==> config.mk <==
export PLATFORM = sky130hd
export DESIGN_NAME = contiguous_first_fit_block_allocator_unit
export DESIGN_NICKNAME = d
export VERILOG_FILES = /design/src/hw/rtl/cffba_pkg.sv /design/src/hw/rtl/cffba_ram.sv /design/src/hw/rtl/contiguous_first_fit_block_allocator_unit.sv
export VERILOG_INCLUDE_DIRS = /design/src /design/src/hw/rtl
export SDC_FILE = /design/constraint.sdc
export NUM_CORES = 1
export LEC_CHECK = 0
export BUFFER_PORTS_ARGS = -buffer_cell sky130_fd_sc_hd__buf_2
export CAP_MARGIN = 20
export CELL_PAD_IN_SITES_DETAIL_PLACEMENT = 1
export CELL_PAD_IN_SITES_GLOBAL_PLACEMENT = 1
export CORE_MARGIN = 2
export CORE_UTILIZATION = 48
export CTS_CLUSTER_SIZE = 25
export DETAILED_ROUTE_END_ITERATION = 6
export GPL_ROUTABILITY_DRIVEN = 0
export MAX_ROUTING_LAYER = met4
export PLACE_DENSITY_LB_ADDON = 0.2
export SLEW_MARGIN = 20
export SYNTH_ARGS = -nofsm -noshare
export SYNTH_HDL_FRONTEND = slang
export SYNTH_SLANG_ARGS = --single-unit
==> constraint.sdc <==
create_clock -name clk -period 7.3 [get_ports clk]
set_input_delay 1.825 -clock clk [delete_from_list [all_inputs] [get_ports clk]]
set_output_delay 1.825 -clock clk [all_outputs]
set_load 0.01 [all_outputs]
==> src/hw/rtl/assert_macros.svh <==
// assertion macros for the rtl files
// each macro expects clk and rst in the scope where it is used
`ifndef ASSERT_MACROS_SVH
`define ASSERT_MACROS_SVH

// same-cycle implication
`define AST_IMP(lbl, ante, cons) \
  lbl: assert property (@(posedge clk) disable iff (rst) (ante) |-> (cons)) \
    else $error("assertion failed");

// next-cycle implication
`define AST_NXT(lbl, ante, cons) \
  lbl: assert property (@(posedge clk) disable iff (rst) (ante) |=> (cons)) \
    else $error("assertion failed");

`endif

==> src/hw/rtl/cffba_pkg.sv <==
// types, codes and defaults for the contiguous first-fit block allocator
// no dependencies
package cffba_pkg;

  localparam int CFFBA_NUM_BLOCKS = 16;
  localparam int CFFBA_ID_BITS    = 8;
  localparam int MAX_RESULTS      = 16;
  localparam int PART_W           = 4;

  localparam logic [1:0] ACT_ALLOC = 2'd0;
  localparam logic [1:0] ACT_FREE  = 2'd1;
  localparam logic [1:0] ACT_LIST  = 2'd2;
  localparam logic [1:0] ACT_RSVD  = 2'd3;

  localparam logic [1:0] ST_OK        = 2'd0;
  localparam logic [1:0] ST_EXISTS    = 2'd1;
  localparam logic [1:0] ST_NO_SPACE  = 2'd2;
  localparam logic [1:0] ST_NOT_FOUND = 2'd3;

  typedef struct packed {
    logic [1:0] action;
    logic [7:0] file_id;
    logic [4:0] alloc_size;
  } req_t;

  typedef struct packed {
    logic [1:0] status;
    logic [3:0] block_index;
    logic [3:0] partition_no;
    logic [4:0] run_length;
    logic [4:0] free_count;
    logic       last;
  } rsp_t;

  typedef enum logic [2:0] {
    S_IDLE,
    S_FIND,
    S_SCAN,
    S_FILL,
    S_RUN,
    S_LRD,
    S_LEMIT,
    S_DONE
  } state_t;

endpackage

==> src/hw/rtl/cffba_ram.sv <==
// generic single-port ram with registered read
// no dependencies
module cffba_ram #(
  parameter int WIDTH = 8,
  parameter int DEPTH = 16
) (
  input  logic                     clk,
  input  logic                     we,
  input  logic [$clog2(DEPTH)-1:0] addr,
  input  logic [WIDTH-1:0]         wdata,
  output logic [WIDTH-1:0]         rdata
);

  logic [WIDTH-1:0] mem [DEPTH];

  always_ff @(posedge clk) begin
    if (we) begin
      mem[addr] <= wdata;
    end
    rdata <= mem[addr];
  end

endmodule

==> src/hw/rtl/contiguous_first_fit_block_allocator_unit.sv <==
// Contiguous first-fit block allocator. Takes one request at a time and walks the block map one
// block per cycle through a single-port ram that holds owner id and partition of each block;
// used marks and the free count sit in flip-flops. The owner search walks from block 0 up to
// the file's first block (the whole map when the file is absent). Allocate then scans the
// used marks for the first free run long enough and writes one block per cycle. Free follows
// the run from its first block and clears it on the way. List follows the run to measure it,
// restarts the read at its first block and emits result beats, up to MAX_RESULTS, as the
// output takes them. Every request but the reserved code, which gets no beat, ends with its
// last beat loaded into the output register; the next request is taken the cycle after.
// depends on cffba_pkg, cffba_ram and assert_macros.svh
`include "assert_macros.svh"

module contiguous_first_fit_block_allocator_unit
  import cffba_pkg::*;
#(
  parameter int NUM_BLOCKS = CFFBA_NUM_BLOCKS,
  parameter int ID_BITS    = CFFBA_ID_BITS
) (
  input  logic clk,
  input  logic rst,
  input  logic req_valid,
  output logic req_stall,
  input  req_t req,
  output logic rsp_valid,
  input  logic rsp_stall,
  output rsp_t rsp
);

  localparam int IW = $clog2(NUM_BLOCKS);
  localparam int CW = $clog2(NUM_BLOCKS + 1);
  localparam int EW = CW + 5;
  localparam int RW = ID_BITS + PART_W;
  localparam logic [IW-1:0] LAST_IDX = IW'(NUM_BLOCKS - 1);

  state_t                state, state_next;
  logic [IW-1:0]         ptr, ptr_next;
  logic [IW-1:0]         start, start_next;
  logic [CW-1:0]         cnt, cnt_next;
  logic [CW-1:0]         len, len_next;
  logic [4:0]            emit_cnt, emit_next;
  logic [1:0]            act, act_next;
  logic [ID_BITS-1:0]    id, id_next;
  logic [4:0]            size, size_next;
  logic [NUM_BLOCKS-1:0] used, used_next;
  logic [CW-1:0]         free_cnt, free_next;
  rsp_t                  res, res_next;
  logic                  rsp_valid_next;
  rsp_t                  rsp_next;

  logic [ID_BITS+7:0]    id_ext;
  logic [ID_BITS-1:0]    in_id;
  logic [IW-1:0]         ram_addr;
  logic                  ram_we;
  logic [RW-1:0]         ram_wdata;
  logic [RW-1:0]         ram_rdata;
  logic [ID_BITS-1:0]    rd_owner;
  logic [PART_W-1:0]     rd_part;
  logic [IW-1:0]         ptr_inc;
  logic                  is_end;
  logic                  hit;
  logic                  out_free;
  logic                  list_last;
  logic                  run_end;
  logic                  err_set;
  logic [1:0]            err_code;

  assign id_ext   = {{ID_BITS{1'b0}}, req.file_id};
  assign in_id    = id_ext[ID_BITS-1:0];
  assign rd_owner = ram_rdata[RW-1:PART_W];
  assign rd_part  = ram_rdata[PART_W-1:0];
  assign is_end   = (ptr == LAST_IDX);
  assign ptr_inc  = is_end ? '0 : ptr + 1'b1;
  assign hit      = used[ptr] && (rd_owner == id);
  assign out_free = !rsp_valid || !rsp_stall;
  assign list_last = ((EW'(emit_cnt) + 1'b1) == EW'(len)) ||
                     (emit_cnt == 5'(MAX_RESULTS - 1));
  assign req_stall = (state != S_IDLE);

  cffba_ram #(
    .WIDTH (RW),
    .DEPTH (NUM_BLOCKS)
  ) u_map_ram (
    .clk   (clk),
    .we    (ram_we),
    .addr  (ram_addr),
    .wdata (ram_wdata),
    .rdata (ram_rdata)
  );

  always_comb begin
    state_next     = state;
    ptr_next       = ptr;
    start_next     = start;
    cnt_next       = cnt;
    len_next       = len;
    emit_next      = emit_cnt;
    act_next       = act;
    id_next        = id;
    size_next      = size;
    used_next      = used;
    free_next      = free_cnt;
    res_next       = res;
    rsp_valid_next = rsp_valid && rsp_stall;
    rsp_next       = rsp;
    ram_addr       = ptr;
    ram_we         = 1'b0;
    ram_wdata      = {id, PART_W'(cnt)};
    run_end        = 1'b0;
    err_set        = 1'b0;
    err_code       = ST_NOT_FOUND;

    unique case (state)
      S_IDLE: begin
        ram_addr = '0;
        if (req_valid) begin
          act_next  = req.action;
          id_next   = in_id;
          size_next = req.alloc_size;
          ptr_next  = '0;
          if (req.action != ACT_RSVD) begin
            state_next = S_FIND;
          end
        end
      end

      // lowest block owned by the id, one block per cycle
      S_FIND: begin
        ram_addr = ptr_inc;
        if (hit) begin
          start_next = ptr;
          if (act == ACT_ALLOC) begin
            err_set  = 1'b1;
            err_code = ST_EXISTS;
          end else begin
            len_next = CW'(1);
            if (act == ACT_FREE) begin
              used_next[ptr] = 1'b0;
              free_next      = free_cnt + 1'b1;
            end
            if (is_end) begin
              run_end = 1'b1;
            end else begin
              ptr_next   = ptr_inc;
              state_next = S_RUN;
            end
          end
        end else if (is_end) begin
          if (act == ACT_ALLOC && size != 5'd0) begin
            ptr_next   = '0;
            cnt_next   = '0;
            state_next = S_SCAN;
          end else begin
            err_set  = 1'b1;
            err_code = (act == ACT_ALLOC) ? ST_NO_SPACE : ST_NOT_FOUND;
          end
        end else begin
          ptr_next = ptr_inc;
        end
      end

      // first free run long enough
      S_SCAN: begin
        if (!used[ptr]) begin
          if (cnt == '0) begin
            start_next = ptr;
          end
          cnt_next = cnt + 1'b1;
          if ((EW'(cnt) + 1'b1) == EW'(size)) begin
            ptr_next   = start_next;
            cnt_next   = '0;
            state_next = S_FILL;
          end else if (is_end) begin
            err_set  = 1'b1;
            err_code = ST_NO_SPACE;
          end else begin
            ptr_next = ptr_inc;
          end
        end else begin
          cnt_next = '0;
          if (is_end) begin
            err_set  = 1'b1;
            err_code = ST_NO_SPACE;
          end else begin
            ptr_next = ptr_inc;
          end
        end
      end

      // cnt doubles as partition number here
      S_FILL: begin
        ram_we         = 1'b1;
        used_next[ptr] = 1'b1;
        free_next      = free_cnt - 1'b1;
        if ((EW'(cnt) + 1'b1) == EW'(size)) begin
          res_next.status       = ST_OK;
          res_next.block_index  = 4'(start);
          res_next.partition_no = '0;
          res_next.run_length   = size;
          res_next.free_count   = 5'(free_next);
          res_next.last         = 1'b1;
          state_next            = S_DONE;
        end else begin
          cnt_next = cnt + 1'b1;
          ptr_next = ptr_inc;
        end
      end

      // follow the run; free clears it on the way
      S_RUN: begin
        ram_addr = ptr_inc;
        if (hit) begin
          len_next = len + 1'b1;
          if (act == ACT_FREE) begin
            used_next[ptr] = 1'b0;
            free_next      = free_cnt + 1'b1;
          end
          if (is_end) begin
            run_end = 1'b1;
          end else begin
            ptr_next = ptr_inc;
          end
        end else begin
          run_end = 1'b1;
        end
      end

      S_LRD: begin
        ram_addr   = ptr;
        state_next = S_LEMIT;
      end

      S_LEMIT: begin
        ram_addr = ptr;
        if (out_free) begin
          rsp_valid_next        = 1'b1;
          rsp_next.status       = ST_OK;
          rsp_next.block_index  = 4'(ptr);
          rsp_next.partition_no = rd_part;
          rsp_next.run_length   = 5'(len);
          rsp_next.free_count   = 5'(free_cnt);
          rsp_next.last         = list_last;
          if (list_last) begin
            state_next = S_IDLE;
          end else begin
            emit_next = emit_cnt + 1'b1;
            ptr_next  = ptr_inc;
            ram_addr  = ptr_inc;
          end
        end
      end

      S_DONE: begin
        if (out_free) begin
          rsp_valid_next = 1'b1;
          rsp_next       = res;
          state_next     = S_IDLE;
        end
      end
    endcase

    if (run_end) begin
      if (act == ACT_FREE) begin
        res_next.status       = ST_OK;
        res_next.block_index  = 4'(start_next);
        res_next.partition_no = '0;
        res_next.run_length   = 5'(len_next);
        res_next.free_count   = 5'(free_next);
        res_next.last         = 1'b1;
        state_next            = S_DONE;
      end else begin
        ptr_next   = start_next;
        emit_next  = '0;
        state_next = S_LRD;
      end
    end

    if (err_set) begin
      res_next.status       = err_code;
      res_next.block_index  = '0;
      res_next.partition_no = '0;
      res_next.run_length   = '0;
      res_next.free_count   = 5'(free_next);
      res_next.last         = 1'b1;
      state_next            = S_DONE;
    end
  end

  always_ff @(posedge clk) begin
    if (rst) begin
      state     <= S_IDLE;
      used      <= '0;
      free_cnt  <= CW'(NUM_BLOCKS);
      rsp_valid <= 1'b0;
    end else begin
      state     <= state_next;
      used      <= used_next;
      free_cnt  <= free_next;
      rsp_valid <= rsp_valid_next;
    end
    ptr      <= ptr_next;
    start    <= start_next;
    cnt      <= cnt_next;
    len      <= len_next;
    emit_cnt <= emit_next;
    act      <= act_next;
    id       <= id_next;
    size     <= size_next;
    res      <= res_next;
    rsp      <= rsp_next;
  end

  `AST_IMP(a_free_count_tracks_map, 1'b1, ($countones(used) + free_cnt) == NUM_BLOCKS)
  `AST_IMP(a_fill_hits_free_block, state == S_FILL, !used[ptr])
  `AST_IMP(a_only_list_continues, rsp_valid && !rsp.last, rsp.status == ST_OK)
  `AST_NXT(a_list_steps_run, state == S_LEMIT && out_free && !list_last, ptr == $past(ptr_inc))

endmodule

==> results.yml, run 1 <==
status:
  result_of_the_run: "finished clean"
yosys:
  synthMostInstantiatedCell: "sky130_fd_sc_hd__edfxtp_1"
  synth_flop_cell: "sky130_fd_sc_hd__edfxtp_1"
  synth-edff-count: 233
  yosysWarnings: 0
  synthArstFlopShare_pct: 0
  yosys.area.top_type: "sky130_fd_sc_hd__edfxtp_1"
  synth_mux_area_share_pct: 4.738
  synthesis.nets: 1172
  synthTopCellsByArea: "sky130_fd_sc_hd__edfxtp_1, sky130_fd_sc_hd__dfxtp_1, sky130_fd_sc_hd__nand2_1"
  synth_top_area_share_pct: 50.96
  synth_compound_gate_area_share_pct: 15.70
  syn_area_cell_um2: 12.03
  synth_xor_xnor_area_share_pct: 2.278
  combinational_family_with_the_most_area_after_synthesis: "compound AO/OA/AOI/OAI gates"
  syn-cell-area_mm2: 0.01373
  synth-seq-cells: 309
  synthAdderAreaFrac_pct: 1.093
  post_synthesis_share_of_cell_area_spent_on_and_or_nand_and_nor_gates_pct: 11.21
  ys_top_cells_by_count: "sky130_fd_sc_hd__edfxtp_1, sky130_fd_sc_hd__nand2_1, sky130_fd_sc_hd__nor2_1"
  syn-instance-count: 1141
  yosys.cell_types.count: 70
  ys_seq_area_share_pct: 62.04
routing:
  detail_route.first_pass.iterations: 6
  drtIter0Drc: 1034
  routed_wl_um: 38950
  detail_route.wl_per_cell_um: 24.62
  drt-vias-per-instance: 6.238
  detail_route.drc_violations: 0
  final_antenna_net_count: 0
  dr_total_vias: 9869
cts:
  cts.sinks: 309
  post_cts_buffers: 0
  later_pin_clock_latency_in_the_skew_report_ns: 0.54
  cts-htree-levels: 2
  tritoncts: "done"
  cts.root.buffer_cell: "sky130_fd_sc_hd__clkbuf_16"
  hold_buffers: 0
  numCtsBuffers: 35
  max-clock-path-buffers: 3
  clk_pin_slew_worst_paths_ns: 0.06
  post_cts.resized_instances: 0
global_routing:
  globalRoute.totalOverflow: 0
  largest_net_degree_at_the_start_of_global_routing: 52
  grtUsageMet2_pct: 39.95
  use_met3_pct: 5.607
  groute.layer.met1.usage_pct: 37.62
  globalRouteTotalUtil_pct: 26.94
  grt_most_used_layer: "met2"
  grt_antenna_before_repair: 0
  vias_in_the_first_global_route: 10010
  grt_first_pass_wirelength_um: 60710
pwr:
  leakagePower_uw: 0.005308
  p_per_area_mw_per_mm2: 455.7
  vdd_ir_drop_max_v: 0.0002398
placement:
  placed_cell_area_mm2: 0.01451
  detailedPlace.worstSlack_ns: 1.973
  hpwlAfterDp_um: 25160
  place.port_buffers: 41
  placedCellCount: 1519
hold_path:
  worst_min_delay_path_category: "reg -> reg"
cells_and_area:
  areaGrowthSynthToFinish_pct: 13.46
  post_route_cells_drive_above_1_share_pct: 15.61
  layout.cells.non_filler: 1582
  diodes: 0
  design_area_mm2: 0.01558
  fill_cells: 2893
  design.final.nets: 1209
timing:
  hold_slack_ns: 0.4486
  worst_clock_skew_ns: 0.02969
  drv_slew: 0
  clock.fmax_mhz: 194.6
  fin_setup_tns_ns: 0
  setup_viol: 0
  report.final.hold_viol_count: 0
  post-route-period-util_pct: 70.40
  slew-limit-headroom_pct: 29.03
  rsz0062_at_grt: "no"
  worst-slew-pin-transition_ns: 1.061
  post-route-worst-setup-slack_ns: 2.161
  final_critical_path_time_including_i_o_delays_and_setup_ns: 5.139
setup_path:
  timing.critical_path.fanout_max: 29
  timing_worst_setup_path_type: "reg -> reg"
  required_ns: 7.53
  start_kind: "flip-flop"
  cp-end-kind: "flip-flop"
  cp.arrival_ns: 5.37
floorplanning:
  row_count: 61
  die_width_um: 173.1
  io_pins: 42
  die-height_um: 173.1
  die_footprint_mm2: 0.02997
  core_mm2: 0.02801
  initial_core_util_pct: 49.02
run:
  cap_violations: 0
[report_power, final]
part / switching (µW) / internal, µW / total [µW] / leakage (µW)
Combinational: 2030 / 994 / 3030 / 0.00207
Clock: 713 / 917 / 1630 / 0.000510
Sequential: 232 / 2210 / 2440 / 0.00273
Total: 2980 / 4120 / 7100 / 0.00531
[state kept, by name (all words and copies together) (netlist names), 3 cells and up, named ones only]
name / flops
cnt: 5
rsp: 21
state: 3
res: 21
free_cnt: 5
len: 5
u_map_ram.rdata: 12
ptr: 4
start: 4
id: 8
u_map_ram.mem: 192
emit_cnt: 5
size: 5
[worst max-delay path, stage by stage, from the launching register on]
cell                      delay [ns]
sky130_fd_sc_hd__dfxtp_1        0.73
sky130_fd_sc_hd__ha_1           0.68
sky130_fd_sc_hd__inv_1          0.18
sky130_fd_sc_hd__nor3_1         0.18
sky130_fd_sc_hd__buf_4          0.20
sky130_fd_sc_hd__inv_1          0.14
sky130_fd_sc_hd__ha_1           0.27
sky130_fd_sc_hd__a32oi_1        0.24
sky130_fd_sc_hd__o21a_1         0.46
sky130_fd_sc_hd__nand2_2        0.46
sky130_fd_sc_hd__buf_4          0.40
sky130_fd_sc_hd__nor4_2         0.60
sky130_fd_sc_hd__buf_4          0.30
[layout by cell type (no fill, tap or decap), types with 29 or more instances in the layout]
cell	count
sky130_fd_sc_hd__clkbuf_16	35
sky130_fd_sc_hd__nor2_1	76
sky130_fd_sc_hd__mux2i_1	29
sky130_fd_sc_hd__nor3_1	33
sky130_fd_sc_hd__a21oi_1	55
sky130_fd_sc_hd__buf_4	43
sky130_fd_sc_hd__nand2_1	101
sky130_fd_sc_hd__dfxtp_1	76
sky130_fd_sc_hd__buf_2	41
sky130_fd_sc_hd__o21ai_0	55
sky130_fd_sc_hd__edfxtp_1	233
sky130_fd_sc_hd__nand3_1	31
sky130_fd_sc_hd__a32oi_1	39
[logic make-up after synthesis]
kind of cell / Yosys count
buf+inv: 105
compound gates: 304
fa+ha+maj: 12
mux: 56
simple gates: 324
xor+xnor: 31
flops: 309
[final cells by class]
class	instances	area (µm²)	share of cell area, %
Inverter	21	78.83	0.5060
Tap cell	378	473.0	3.036
Clock buffer	49	948.4	6.088
Sequential cell	309	8518	54.68
Multi-Input combinational cell	727	4931	31.65
Clock inverter	14	101.3	0.6505
Timing Repair Buffer	84	528.0	3.389
[metal layers]
metal / vias up / wire length, µm
met5: - / 0
met2: 376 / 17430
li1: 4478 / -
met1: 4929 / 17370
met3: 86 / 3117
met4: 0 / 1034
[per-stage QoR]
step / power (µW) / util (%)
6_report: 7099 / 55.62
5_1_grt: 7467 / 55.62
4_1_cts: 7067 / 55.54
3_5_place_dp: 5421 / 51.79
3_3_place_gp: 5331 / 51.74
2_1_floorplan: 4369 / -
[path summary, 6_finish.rpt]
kind                           from                              to  slack, ns  cells after the start
setup reg to reg     ptr[1]$_DFF_P_  u_map_ram.mem[14][6]$_DFFE_PP_       2.16                     12
hold / removal    res[0]$_SDFF_PP1_               res[0]$_SDFF_PP1_       0.45                      1
setup / recovery     ptr[1]$_DFF_P_  u_map_ram.mem[14][6]$_DFFE_PP_       2.16                     12
hold reg to reg   res[0]$_SDFF_PP1_               res[0]$_SDFF_PP1_       0.45                      1
(Power assumes the default switching activity.)
==> run 2, diff against run 1 <==
--- a/config.mk
+++ b/config.mk
@@ -11,7 +11,7 @@
 export CELL_PAD_IN_SITES_DETAIL_PLACEMENT = 1
 export CELL_PAD_IN_SITES_GLOBAL_PLACEMENT = 1
 export CORE_MARGIN = 2
-export CORE_UTILIZATION = 48
+export CORE_UTILIZATION = 46
 export CTS_CLUSTER_SIZE = 25
 export DETAILED_ROUTE_END_ITERATION = 6
 export GPL_ROUTABILITY_DRIVEN = 0
==> constraint.sdc (replaced) <==
create_clock -name clk -period 4.4 [get_ports clk]
set_input_delay 1.1 -clock clk [delete_from_list [all_inputs] [get_ports clk]]
set_output_delay 1.1 -clock clk [all_outputs]
set_load 0.01 [all_outputs]
==> results.yml, run 2 (synthesized netlist as in run 1, its figures left out) <==
status:
  result_of_the_run: "finished clean"
setup_path:
  path_common_cell: "sky130_fd_sc_hd__buf_4"
  max_stage_delay_ns: 0.39
  worst_path_buf_inv: 3
  cp_top_family: "simple AND/OR/NAND/NOR gates"
  required_ns: 4.61
  cp.arrival_ns: 4.15
  timing.critical_path.fanout_max: 19
  cp-end-kind: "flip-flop"
  start_kind: "flip-flop"
  critical_path.slowest_cell: "sky130_fd_sc_hd__nand2_2"
  timing.critical_path.cells: "ha_1 > and3_1 > ha_1 > xor2_1 > nand4_1 > o31ai_1 > buf_4 > a31oi_1 > nand2_2 > buf_4 > nand3_1 > a211oi_2 > buf_4"
  timing_worst_setup_path_type: "reg -> reg"
cells_and_area:
  fill_cells: 3029
  layout.cells.most_common_list: "sky130_fd_sc_hd__edfxtp_1, sky130_fd_sc_hd__nand2_1, sky130_fd_sc_hd__nor2_1, sky130_fd_sc_hd__dfxtp_1, sky130_fd_sc_hd__buf_4"
  largest_reg_by_ff_count: "u_map_ram.mem"
  post_route_cells_drive_above_1_share_pct: 17.33
  design.final.nets: 1233
  layout_commonest_cell: "sky130_fd_sc_hd__edfxtp_1"
  diodes: 0
  biggestRegsByFlops: "u_map_ram.mem x192, res x21, rsp x21"
  areaGrowthSynthToFinish_pct: 15.23
  largest_reg_flops: 192
  postLayoutCoreUtil_pct: 53.67
cts:
  tritoncts: "done"
  cts.sinks: 309
  post_cts.resized_instances: 0
  later_pin_clock_latency_in_the_skew_report_ns: 0.53
  cts-htree-levels: 2
  max-clock-path-buffers: 3
  hold_buffers: 0
  numCtsBuffers: 35
  post_cts_buffers: 0
  cts.root.buffer_cell: "sky130_fd_sc_hd__clkbuf_16"
  clk_pin_slew_worst_paths_ns: 0.06
routing:
  final_antenna_net_count: 0
  detail_route.drc_violations: 0
  dr_total_vias: 9839
  routed_wl_um: 38340
  drt-vias-per-instance: 6.077
  drtIter0Drc: 1034
  detail_route.wl_per_cell_um: 23.68
  detail_route.first_pass.iterations: 5
timing:
  worst_clock_skew_ns: 0.01315
  final_critical_path_time_including_i_o_delays_and_setup_ns: 3.944
  report.final.hold_viol_count: 0
  post-route-worst-setup-slack_ns: 0.4555
  setup_viol: 0
  worst-slew-pin-transition_ns: 0.8910
  slew-limit-headroom_pct: 40.60
  drv_slew: 0
  fin_setup_tns_ns: 0
  rsz0062_at_grt: "no"
  clock.fmax_mhz: 253.5
  post-route-period-util_pct: 89.65
global_routing:
  grt_antenna_before_repair: 0
  globalRoute.totalOverflow: 0
  grt_first_pass_wirelength_um: 59490
  largest_net_degree_at_the_start_of_global_routing: 49
  globalRouteTotalUtil_pct: 25.59
  vias_in_the_first_global_route: 9838
floorplanning:
  core_mm2: 0.02948
  die_width_um: 176.8
  initial_core_util_pct: 46.57
  die-height_um: 176.8
  io_pins: 42
  row_count: 63
  die_footprint_mm2: 0.03125
hold_path:
  worst_min_delay_path_category: "reg -> reg"
pwr:
  vdd_ir_drop_max_v: 0.0004804
  p_per_area_mw_per_mm2: 755.9
  leakagePower_uw: 0.005464
placement:
  detailedPlace.worstSlack_ns: 0.5162
  place.port_buffers: 41
  hpwlAfterDp_um: 25950
run:
  cap_violations: 0
==> run 2: cell types whose count changed in the layout (fill, tap and decap cells not counted), moves of 2 or more <==
cell,change
sky130_fd_sc_hd__bufinv_16,+2
sky130_fd_sc_hd__buf_4,+23
sky130_fd_sc_hd__clkinv_2,+2
sky130_fd_sc_hd__clkinv_1,-4
sky130_fd_sc_hd__nor2_1,+2
==> run 2: worst register-to-register path, cell delays in order (launching register included) <==
cell and delay, ns:
sky130_fd_sc_hd__dfxtp_1 0.37, sky130_fd_sc_hd__ha_1 0.25, sky130_fd_sc_hd__and3_1 0.19, sky130_fd_sc_hd__ha_1 0.30, sky130_fd_sc_hd__xor2_1 0.17, sky130_fd_sc_hd__nand4_1 0.23, sky130_fd_sc_hd__o31ai_1 0.31, sky130_fd_sc_hd__buf_4 0.23
sky130_fd_sc_hd__a31oi_1 0.15, sky130_fd_sc_hd__nand2_2 0.39, sky130_fd_sc_hd__buf_4 0.31, sky130_fd_sc_hd__nand3_1 0.20, sky130_fd_sc_hd__a211oi_2 0.24, sky130_fd_sc_hd__buf_4 0.28
==> run 2: stage by stage <==
stage	power [µW]	cell area, µm²	instances	hold slack [ns]
6_report	11960	15820	1619	0.4417
3_5_place_dp	9060	14690	1555	0.4287
4_1_cts	11960	15820	1619	0.4428
3_3_place_gp	8930	14690	1555	0.4231
5_1_grt	12590	15820	1619	0.4836
2_1_floorplan	7248	13730	1141	0.4116
==> run 2: path summary, 6_finish.rpt <==
path	startpoint	endpoint	slack [ns]	cells past startpoint
setup / recovery	emit_cnt[0]$_DFF_P_	u_map_ram.mem[11][11]$_DFFE_PP_	0.46	13
hold / removal	res[0]$_SDFF_PP1_	res[0]$_SDFF_PP1_	0.44	1
setup reg to reg	emit_cnt[0]$_DFF_P_	u_map_ram.mem[11][11]$_DFFE_PP_	0.46	13
hold reg to reg	res[0]$_SDFF_PP1_	res[0]$_SDFF_PP1_	0.44	1
==> run 2: layer usage <==
metal	track usage, %	share of wire (%)
met2	37.57	45
met3	3.866	6.0
met5	-	0
met4	5.096	1.4
met1	37.95	47
==> run 2: area by class of cell <==
type                    instances  area [µm²]  share of cell area [%]
clock buffers                  51       965.9                   6.105
well taps                     390       488.0                   3.084
flip-flops and latches        309        8518                   53.84
multi-input cells             727        4891                   30.91
repair buffers                108       720.7                   4.555
clock inverters                13       158.9                   1.004
inverters                      21       78.83                  0.4982
==> run 2: report_power, final <==
part / switching (µW) / internal, µW
Sequential: 348 / 3660
Combinational: 3320 / 1780
Clock: 1180 / 1670
